<file path="src/rtl/npp_pkg.sv">
// Package for the Newell polygon plane unit: widths, status codes and the
// command and status records between the controller and the datapath.
// Used by every module of the block; depends on nothing.
package npp_pkg;

  localparam int COORD_W      = 24;
  localparam int ACC_W        = 58;
  localparam int SUM_W        = 33;
  localparam int CNT_W        = 9;
  localparam int MAX_VERTICES = 256;
  localparam int MIN_VERTICES = 3;
  localparam int UNIT_SHIFT   = 14;
  localparam int UNIT_ONE     = 16384;
  localparam int NORM_W       = 16;
  localparam int OFF_W        = 27;
  localparam int MUL_W        = 33;
  localparam int PROD_W       = 66;
  localparam int MAG_KEEP     = 31;
  localparam int SHIFT_W      = 5;
  localparam int SQ_W         = 64;
  localparam int ROOT_W       = 32;
  localparam int ROOT_CNT_W   = $clog2(ROOT_W);
  localparam int DIV_NUM_W    = 50;
  localparam int DIV_DEN_W    = 32;
  localparam int DIV_CNT_W    = $clog2(DIV_NUM_W);
  localparam int DOT_W        = 52;
  localparam int CFG_ADDR_W   = 2;
  localparam int CFG_DATA_W   = 32;
  localparam int OFF_POS_MAX  = 67108863;
  localparam int OFF_NEG_MAG  = 67108864;

  localparam logic [CFG_ADDR_W-1:0] REG_MIN_LEN = 2'd0;

  localparam logic [1:0] STATUS_OK    = 2'd0;
  localparam logic [1:0] STATUS_FEW   = 2'd1;
  localparam logic [1:0] STATUS_DEGEN = 2'd2;
  localparam logic [1:0] STATUS_MANY  = 2'd3;

  localparam logic [1:0] LAST_COMP = 2'd2;

  typedef struct packed {
    logic       take_init;
    logic       take_edge;
    logic       take_ovf;
    logic       acc_edge;
    logic       close_mul;
    logic       close_acc;
    logic       mag_load;
    logic       norm_step;
    logic       sq_mul;
    logic       sq_sum;
    logic       sqrt_start;
    logic       decide;
    logic       ndiv_start;
    logic       ndiv_store;
    logic       off_mul;
    logic       off_sum;
    logic       odiv_start;
    logic       off_store;
    logic       clear;
    logic [1:0] comp;
  } cmd_t;

  typedef struct packed {
    logic count_zero;
    logic edge_ok;
    logic norm_busy;
    logic sqrt_done;
    logic div_done;
    logic status_ok;
  } sts_t;

endpackage

</file>
<file path="src/rtl/npp_ctrl.sv">
// Controller: sequences vertex accumulation and the closing computation,
// and runs both request handshakes. Depends on npp_pkg.
module npp_ctrl (
  input  logic          clk,
  input  logic          rst,
  input  logic          in_valid,
  output logic          in_stall,
  input  logic          last_vertex,
  output logic          out_valid,
  input  logic          out_stall,
  input  npp_pkg::sts_t sts,
  output npp_pkg::cmd_t cmd
);

  localparam logic [4:0] S_IDLE      = 5'd0;
  localparam logic [4:0] S_ACC       = 5'd1;
  localparam logic [4:0] S_CLOSE_MUL = 5'd2;
  localparam logic [4:0] S_CLOSE_ACC = 5'd3;
  localparam logic [4:0] S_MAG       = 5'd4;
  localparam logic [4:0] S_NORM      = 5'd5;
  localparam logic [4:0] S_SQ_MUL    = 5'd6;
  localparam logic [4:0] S_SQ_SUM    = 5'd7;
  localparam logic [4:0] S_SQRT      = 5'd8;
  localparam logic [4:0] S_SQRT_WAIT = 5'd9;
  localparam logic [4:0] S_DECIDE    = 5'd10;
  localparam logic [4:0] S_NDIV      = 5'd11;
  localparam logic [4:0] S_NDIV_WAIT = 5'd12;
  localparam logic [4:0] S_NSTORE    = 5'd13;
  localparam logic [4:0] S_OFF_MUL   = 5'd14;
  localparam logic [4:0] S_OFF_SUM   = 5'd15;
  localparam logic [4:0] S_ODIV      = 5'd16;
  localparam logic [4:0] S_ODIV_WAIT = 5'd17;
  localparam logic [4:0] S_OSTORE    = 5'd18;
  localparam logic [4:0] S_OUT       = 5'd19;

  logic [4:0] state;
  logic [4:0] state_next;
  logic [1:0] comp;
  logic [1:0] comp_next;
  logic       last;
  logic       take;

  assign in_stall  = (state != S_IDLE);
  assign out_valid = (state == S_OUT);
  assign take      = in_valid && !in_stall;

  always_comb begin
    cmd        = '0;
    cmd.comp   = comp;
    state_next = state;
    comp_next  = comp;
    case (state)
      S_IDLE: begin
        if (in_valid) begin
          if (sts.count_zero) begin
            cmd.take_init = 1'b1;
            state_next    = last_vertex ? S_CLOSE_MUL : S_IDLE;
          end else if (sts.edge_ok) begin
            cmd.take_edge = 1'b1;
            state_next    = S_ACC;
          end else begin
            cmd.take_ovf = 1'b1;
            state_next   = last_vertex ? S_MAG : S_IDLE;
          end
        end
      end
      S_ACC: begin
        cmd.acc_edge = 1'b1;
        state_next   = last ? S_CLOSE_MUL : S_IDLE;
      end
      S_CLOSE_MUL: begin
        cmd.close_mul = 1'b1;
        state_next    = S_CLOSE_ACC;
      end
      S_CLOSE_ACC: begin
        cmd.close_acc = 1'b1;
        state_next    = S_MAG;
      end
      S_MAG: begin
        cmd.mag_load = 1'b1;
        state_next   = S_NORM;
      end
      S_NORM: begin
        cmd.norm_step = 1'b1;
        if (!sts.norm_busy) begin
          state_next = S_SQ_MUL;
        end
      end
      S_SQ_MUL: begin
        cmd.sq_mul = 1'b1;
        state_next = S_SQ_SUM;
      end
      S_SQ_SUM: begin
        cmd.sq_sum = 1'b1;
        state_next = S_SQRT;
      end
      S_SQRT: begin
        cmd.sqrt_start = 1'b1;
        state_next     = S_SQRT_WAIT;
      end
      S_SQRT_WAIT: begin
        if (sts.sqrt_done) begin
          state_next = S_DECIDE;
        end
      end
      S_DECIDE: begin
        cmd.decide = 1'b1;
        comp_next  = '0;
        state_next = sts.status_ok ? S_NDIV : S_OUT;
      end
      S_NDIV: begin
        cmd.ndiv_start = 1'b1;
        state_next     = S_NDIV_WAIT;
      end
      S_NDIV_WAIT: begin
        if (sts.div_done) begin
          state_next = S_NSTORE;
        end
      end
      S_NSTORE: begin
        cmd.ndiv_store = 1'b1;
        if (comp == npp_pkg::LAST_COMP) begin
          state_next = S_OFF_MUL;
        end else begin
          comp_next  = comp + 1'b1;
          state_next = S_NDIV;
        end
      end
      S_OFF_MUL: begin
        cmd.off_mul = 1'b1;
        state_next  = S_OFF_SUM;
      end
      S_OFF_SUM: begin
        cmd.off_sum = 1'b1;
        state_next  = S_ODIV;
      end
      S_ODIV: begin
        cmd.odiv_start = 1'b1;
        state_next     = S_ODIV_WAIT;
      end
      S_ODIV_WAIT: begin
        if (sts.div_done) begin
          state_next = S_OSTORE;
        end
      end
      S_OSTORE: begin
        cmd.off_store = 1'b1;
        state_next    = S_OUT;
      end
      S_OUT: begin
        if (!out_stall) begin
          cmd.clear  = 1'b1;
          state_next = S_IDLE;
        end
      end
      default: begin
        state_next = S_IDLE;
      end
    endcase
  end

  always_ff @(posedge clk) begin
    if (rst) begin
      state <= S_IDLE;
      comp  <= '0;
    end else begin
      state <= state_next;
      comp  <= comp_next;
    end
  end

  always_ff @(posedge clk) begin
    if (take) begin
      last <= last_vertex;
    end
  end

  // A result and a new request are never open at the same time.
  a_one_side: assert property (@(posedge clk) disable iff (rst)
    !(out_valid && !in_stall))
    else $error("input open while a result is pending");

  a_ready_after_out: assert property (@(posedge clk) disable iff (rst)
    (out_valid && !out_stall) |=> !in_stall)
    else $error("block not ready after a result was taken");

  a_acc_after_take: assert property (@(posedge clk) disable iff (rst)
    (state == S_ACC) |-> $past(take && !sts.count_zero && sts.edge_ok))
    else $error("edge accumulation without an accepted edge vertex");

  a_sqrt_restart: assert property (@(posedge clk) disable iff (rst)
    cmd.sqrt_start |=> !sts.sqrt_done)
    else $error("square root reports done right after start");

endmodule

</file>
<file path="config.mk">
export PLATFORM = sky130hd
export DESIGN_NAME = npp_ctrl
export DESIGN_NICKNAME = d
export VERILOG_FILES = /design/src/rtl/npp_pkg.sv /design/src/rtl/npp_ctrl.sv
export SDC_FILE = /design/constraint.sdc
export NUM_CORES = 1
export LEC_CHECK = 0
export BUFFER_PORTS_ARGS = -buffer_cell sky130_fd_sc_hd__buf_2
export CAP_MARGIN = 10
export CORE_MARGIN = 8
export CORE_UTILIZATION = 48
export DETAILED_ROUTE_END_ITERATION = 7
export HOLD_SLACK_MARGIN = 0.12
export PLACE_DENSITY = 0.8
export SYNTH_ARGS = -nofsm -noshare
export SYNTH_HDL_FRONTEND = slang
export SYNTH_SLANG_ARGS = --single-unit
export TNS_END_PERCENT = 50
</file>
<file path="constraint.sdc">
create_clock -name clk -period 5 [get_ports clk]
set_input_delay 0.25 -clock clk [delete_from_list [all_inputs] [get_ports clk]]
set_output_delay 0.25 -clock clk [all_outputs]
set_load 0.01 [all_outputs]
</file>
Word-level counts from Yosys, hierarchy flattened --
Cells that the tools add are included.
Storage, ports and cells: register bits after elaboration 8, memory bits (writable) 0, bits in latches 0, word-level logic and storage cells 77, memories kept 0, memory bits (read-only) 0
Operators by class: muxes and demuxes 39, bitwise operators 0, eq/ne operators 27, $lt $le $gt $ge 0, div/mod/pow operators 0, $add $sub $neg 1, shift-type cells 0, $mul 0, reduce and logical (&&, ||, !) cells 7
Operators with widths (number):
- $pmux W5 S20 | 1
- $eq A5 B4 Y1 const B | 8
- $mux W5 | 8
- $eq A5 B3 Y1 const B | 4
- $eq A5 B5 Y1 const B | 4
- $mux W1 | 20
- $mux W3 | 5
- $ne A2 B2 Y1 const B | 7
- $eq A5 B2 Y1 const B | 2
- $mux W2 | 4
- $reduce_and A6 Y1 | 1
- $eq A5 B1 Y1 const B | 1
- $logic_not A5 Y1 | 1
- $reduce_bool A5 Y1 | 1
- $pmux W2 S2 | 1
- $add A2 B1 Y2 const B | 1
- $eq A2 B2 Y1 const B | 1
- $reduce_and A2 Y1 | 1
- $reduce_bool A2 Y1 | 1
- $logic_and A1 B1 Y1 | 1
- $logic_not A1 Y1 | 1

Depth between registers and ports, before layout --
word-level depth 5, mapped depth 7, mapped depth without buffers 7

Worst setup path before layout --
Ideal clock, no wire load.
path type reg2out, start point register state[1], end point output port cmd[18] (netlist bit), stages on the path, launching flop included 6, arrival 1.354 ns, data required time 4.750 ns, slack 3.396 ns, cells stage by stage dfxtp_1 -> buf_6 -> or3_4 -> nor3_2 -> nand2_1 -> nor3_1
RTL lines:
- start, declared | line npp_ctrl.sv:36 | logic [4:0] state;
- start signal, assigned | line npp_ctrl.sv:167 | state <= state_next;
- end, declared | line npp_ctrl.sv:12 | output npp_pkg::cmd_t cmd

==> flow_metrics.py <==
metrics = {
    "die": {
        "fp.dieH_um": 57.4,
        "start_util_pct": 49.4,
        "core_sq_mm": 0.00167,
        "boundaryPins": 34,
        "row_count": 15,
        "fp.dieW_um": 57.4,
        "die-area_sq_mm": 0.00330,
    },
    "global_route": {
        "track_usage_pct": 12.9,
        "grt_pass1_wl_mm": 3.66,
        "grt_pass1_vias": 795,
        "gr-total-overflow": 0,
        "grt_max_degree": 25,
        "antenna_found_initial": 0,
    },
    "power": {
        "netSwitchingPower_mw": 0.115,
        "switching_share_pct": 42.0,
        "clkPwrFrac_pct": 19.3,
        "p_seq_share_pct": 36.7,
        "p_comb_share_pct": 44.0,
        "ir_drop_mv": 0.201,
        "p_leak_nw": 0.455,
        "p_int_mw": 0.159,
        "power.density_mw_per_mm2": 280,
    },
    "timing": {
        "finClkSkew_ps": 8.34,
        "post-route-period-util_pct": 42.9,
        "max_freq_ghz": 0.466,
        "maxSlewViolCount": 0,
        "setup_viol": 0,
        "rsz0062_at_grt": "false",
        "timing.setup.tns_ps": 0,
        "relSlewSlack_pct": 52.0,
        "hold_viol": 0,
        "tightestPinTransition_ps": 718,
        "finalCriticalPeriod_ps": 2140,
    },
    "clock_tree": {
        "cts_tree": "built",
        "cts.path.max_buffers": 2,
        "cts_buffers": 3,
        "cts_hold_buf": 0,
        "cts_repair_resize_count": 0,
        "clockRootBuffer": "clkbuf_4",
        "clkTransAtPathRegs_ps": 60,
        "postCtsSetupBuffers": 0,
        "insertion_delay_ps": 250,
        "htree_levels": 1,
        "cts.sinks": 8,
    },
    "placed_design": {
        "place_hpwl_mm": 1.67,
        "place.port_buffers": 33,
        "gp_congestion": 0.858,
        "placed_area_sq_um": 953,
        "placed_cells": 158,
    },
    "drt": {
        "drc_errors": 0,
        "via_count": 931,
        "post_drt_wl_per_cell_um": 13.9,
        "drt-total-wl_mm": 2.25,
        "first_pass_iters": 4,
        "drt-vias-per-instance": 5.75,
        "ant_nets": 0,
        "first_iter_violations": 23,
    },
    "critical_path": {
        "startpoint_type": "register",
        "cp-end-kind": "primary output",
        "required_ps": 4750,
        "r2r-start": "state[0]",
        "slowest_stage": "dfxtp_1",
        "path_cells": "or3_4 -> nor3_2 -> nand2_1 -> nor3_1 -> buf_2",
        "cp-startpoint": "state[1]",
        "arrival_ps": 1890,
        "path_max_fanout": 20,
        "worstSetupPathType": "register to primary output",
        "critPathTopFamily": "simple AND/OR/NAND/NOR gates",
        "slowest_delay_ps": 490,
        "cp_num_buf_inv": 1,
    },
    "synthesis": {
        "ys_types": 39,
        "synth-seq-area-share_pct": 20.6,
        "syn_avg_cell_area_sq_um": 6.93,
        "synth.ff_latch_count": 8,
        "syn_nets": 131,
        "synth_cells": 119,
        "synth_area_sq_um": 825,
        "yosysWarnings": 0,
    },
    "worst_hold_path": {
        "hold_class": "primary input to register",
        "min-delay-start": "last_vertex",
    },
    "final_layout": {
        "fin_cells": 162,
        "drive_gt1_share_pct": 29.0,
        "syn2layout_area_growth_pct": 18.8,
        "final_util_pct": 58.7,
        "design_area_sq_um": 980,
        "antenna_cells": 0,
        "nNetsFinal": 158,
    },
    "job": {
        "drv_cap": 0,
    },
    "outcome": {
        "status": "finished clean",
    },
}
per-layer routing:
layer / track usage (%) / routed length, um
met1: 16.5 / 1010
met2: 19.6 / 991
met3: 5.38 / 232
met4: 2.86 / 16
met5: 0 / 0
cell usage after synthesis:
cell,number,share of area [%]
or4_1,1,0.91
nand2b_1,10,7.6
o21ai_0,2,1.2
buf_6,1,1.4
or3_4,1,1.4
o22a_1,1,1.1
mux2_2,1,1.4
o32ai_1,2,2.1
nor3_1,8,4.9
a32oi_1,1,1.1
nand4_1,1,0.76
nand3_1,3,1.8
a311oi_1,1,1.1
nor2b_1,5,3.8
a21oi_2,1,1.1
mux2i_1,2,2.4
clkbuf_1,1,0.45
or4b_4,1,1.7
nor4_1,1,0.76
xor2_1,1,1.1
buf_2,7,4.2
nor3_2,2,2.4
edfxtp_1,1,3.6
inv_1,5,2.3
o22ai_1,2,1.5
nand2_1,10,4.6
or3_1,4,3.0
a21o_1,1,0.91
and3_1,2,1.5
a221oi_1,1,1.1
o31ai_1,1,0.91
nor2_1,19,8.6
dfxtp_1,7,17
ha_1,1,1.5
nand3b_1,3,2.7
buf_1,2,0.91
nor4bb_1,2,2.4
a21oi_1,3,1.8
a2111oi_0,1,1.1
cells by family (layout without fill, tap and decap cells):
logic type | Yosys count | count (layout) | share of synthesized area (%)
simple gates | 73 | 73 | 48.9
mux | 3 | 3 | 3.79
flops | 8 | 8 | 20.6
buf+inv | 16 | 42 | 9.26
compound gates | 17 | 17 | 14.9
xor+xnor | 1 | 1 | 1.06
fa+ha+maj | 1 | 1 | 1.52
placed cells by master, fill, tap and decap left out, types with 2 or more instances in the layout:
| cell | netlist | layout |
|---|---|---|
| nor4bb_1 | 2 | 2 |
| o21ai_0 | 2 | 2 |
| o32ai_1 | 2 | 2 |
| buf_2 | 7 | 33 |
| nor2_1 | 19 | 19 |
| o22ai_1 | 2 | 2 |
| nor3_1 | 8 | 8 |
| and3_1 | 2 | 2 |
| dfxtp_1 | 7 | 7 |
| or3_1 | 4 | 4 |
| clkbuf_4 | 0 | 3 |
| nand2b_1 | 10 | 10 |
| mux2i_1 | 2 | 2 |
| nand3b_1 | 3 | 3 |
| nor3_2 | 2 | 2 |
| nor2b_1 | 5 | 5 |
| nand3_1 | 3 | 3 |
| a21oi_1 | 3 | 3 |
| nand2_1 | 10 | 10 |
| inv_1 | 5 | 5 |
state kept, by name, summed over array words and instances (netlist names):
register and count:
state 5, comp 2, last 1
worst paths after layout:
check                                end  slack [ps]  depth (start not counted)
worst max-delay path             cmd[18]        2860                          5
worst min-delay path                last         210                          1
worst max register to register  state[4]        2920                          5
worst min register to register   comp[1]         510                          2
power by group through the flow:
stage / Clock, mW / Combinational, mW / Sequential (mW)
2_1_floorplan: 0 / 0.116 / 0.0773
3_3_place_gp: 0 / 0.118 / 0.0999
3_5_place_dp: 0 / 0.120 / 0.102
4_1_cts: 0.0544 / 0.121 / 0.100
5_1_grt: 0.0606 / 0.133 / 0.105
6_report: 0.0529 / 0.121 / 0.101
layout make-up:
class / instances / area (sq um)
fillers: 155 / 691
flip-flops and latches: 8 / 170
inverters: 5 / 18.8
repair buffers: 33 / 165
clock buffers: 4 / 26.3
well taps: 17 / 21.3
multi-input cells: 95 / 578
metrics by stage:
stage	hold slack, ps	power, mW	setup slack (ps)
after floorplan	349	0.193	3400
after global placement	461	0.218	3030
after detailed placement	465	0.222	2940
after CTS	199	0.275	2850
after global routing	189	0.299	2700
final	205	0.274	2860
(Power assumes the default switching activity.)
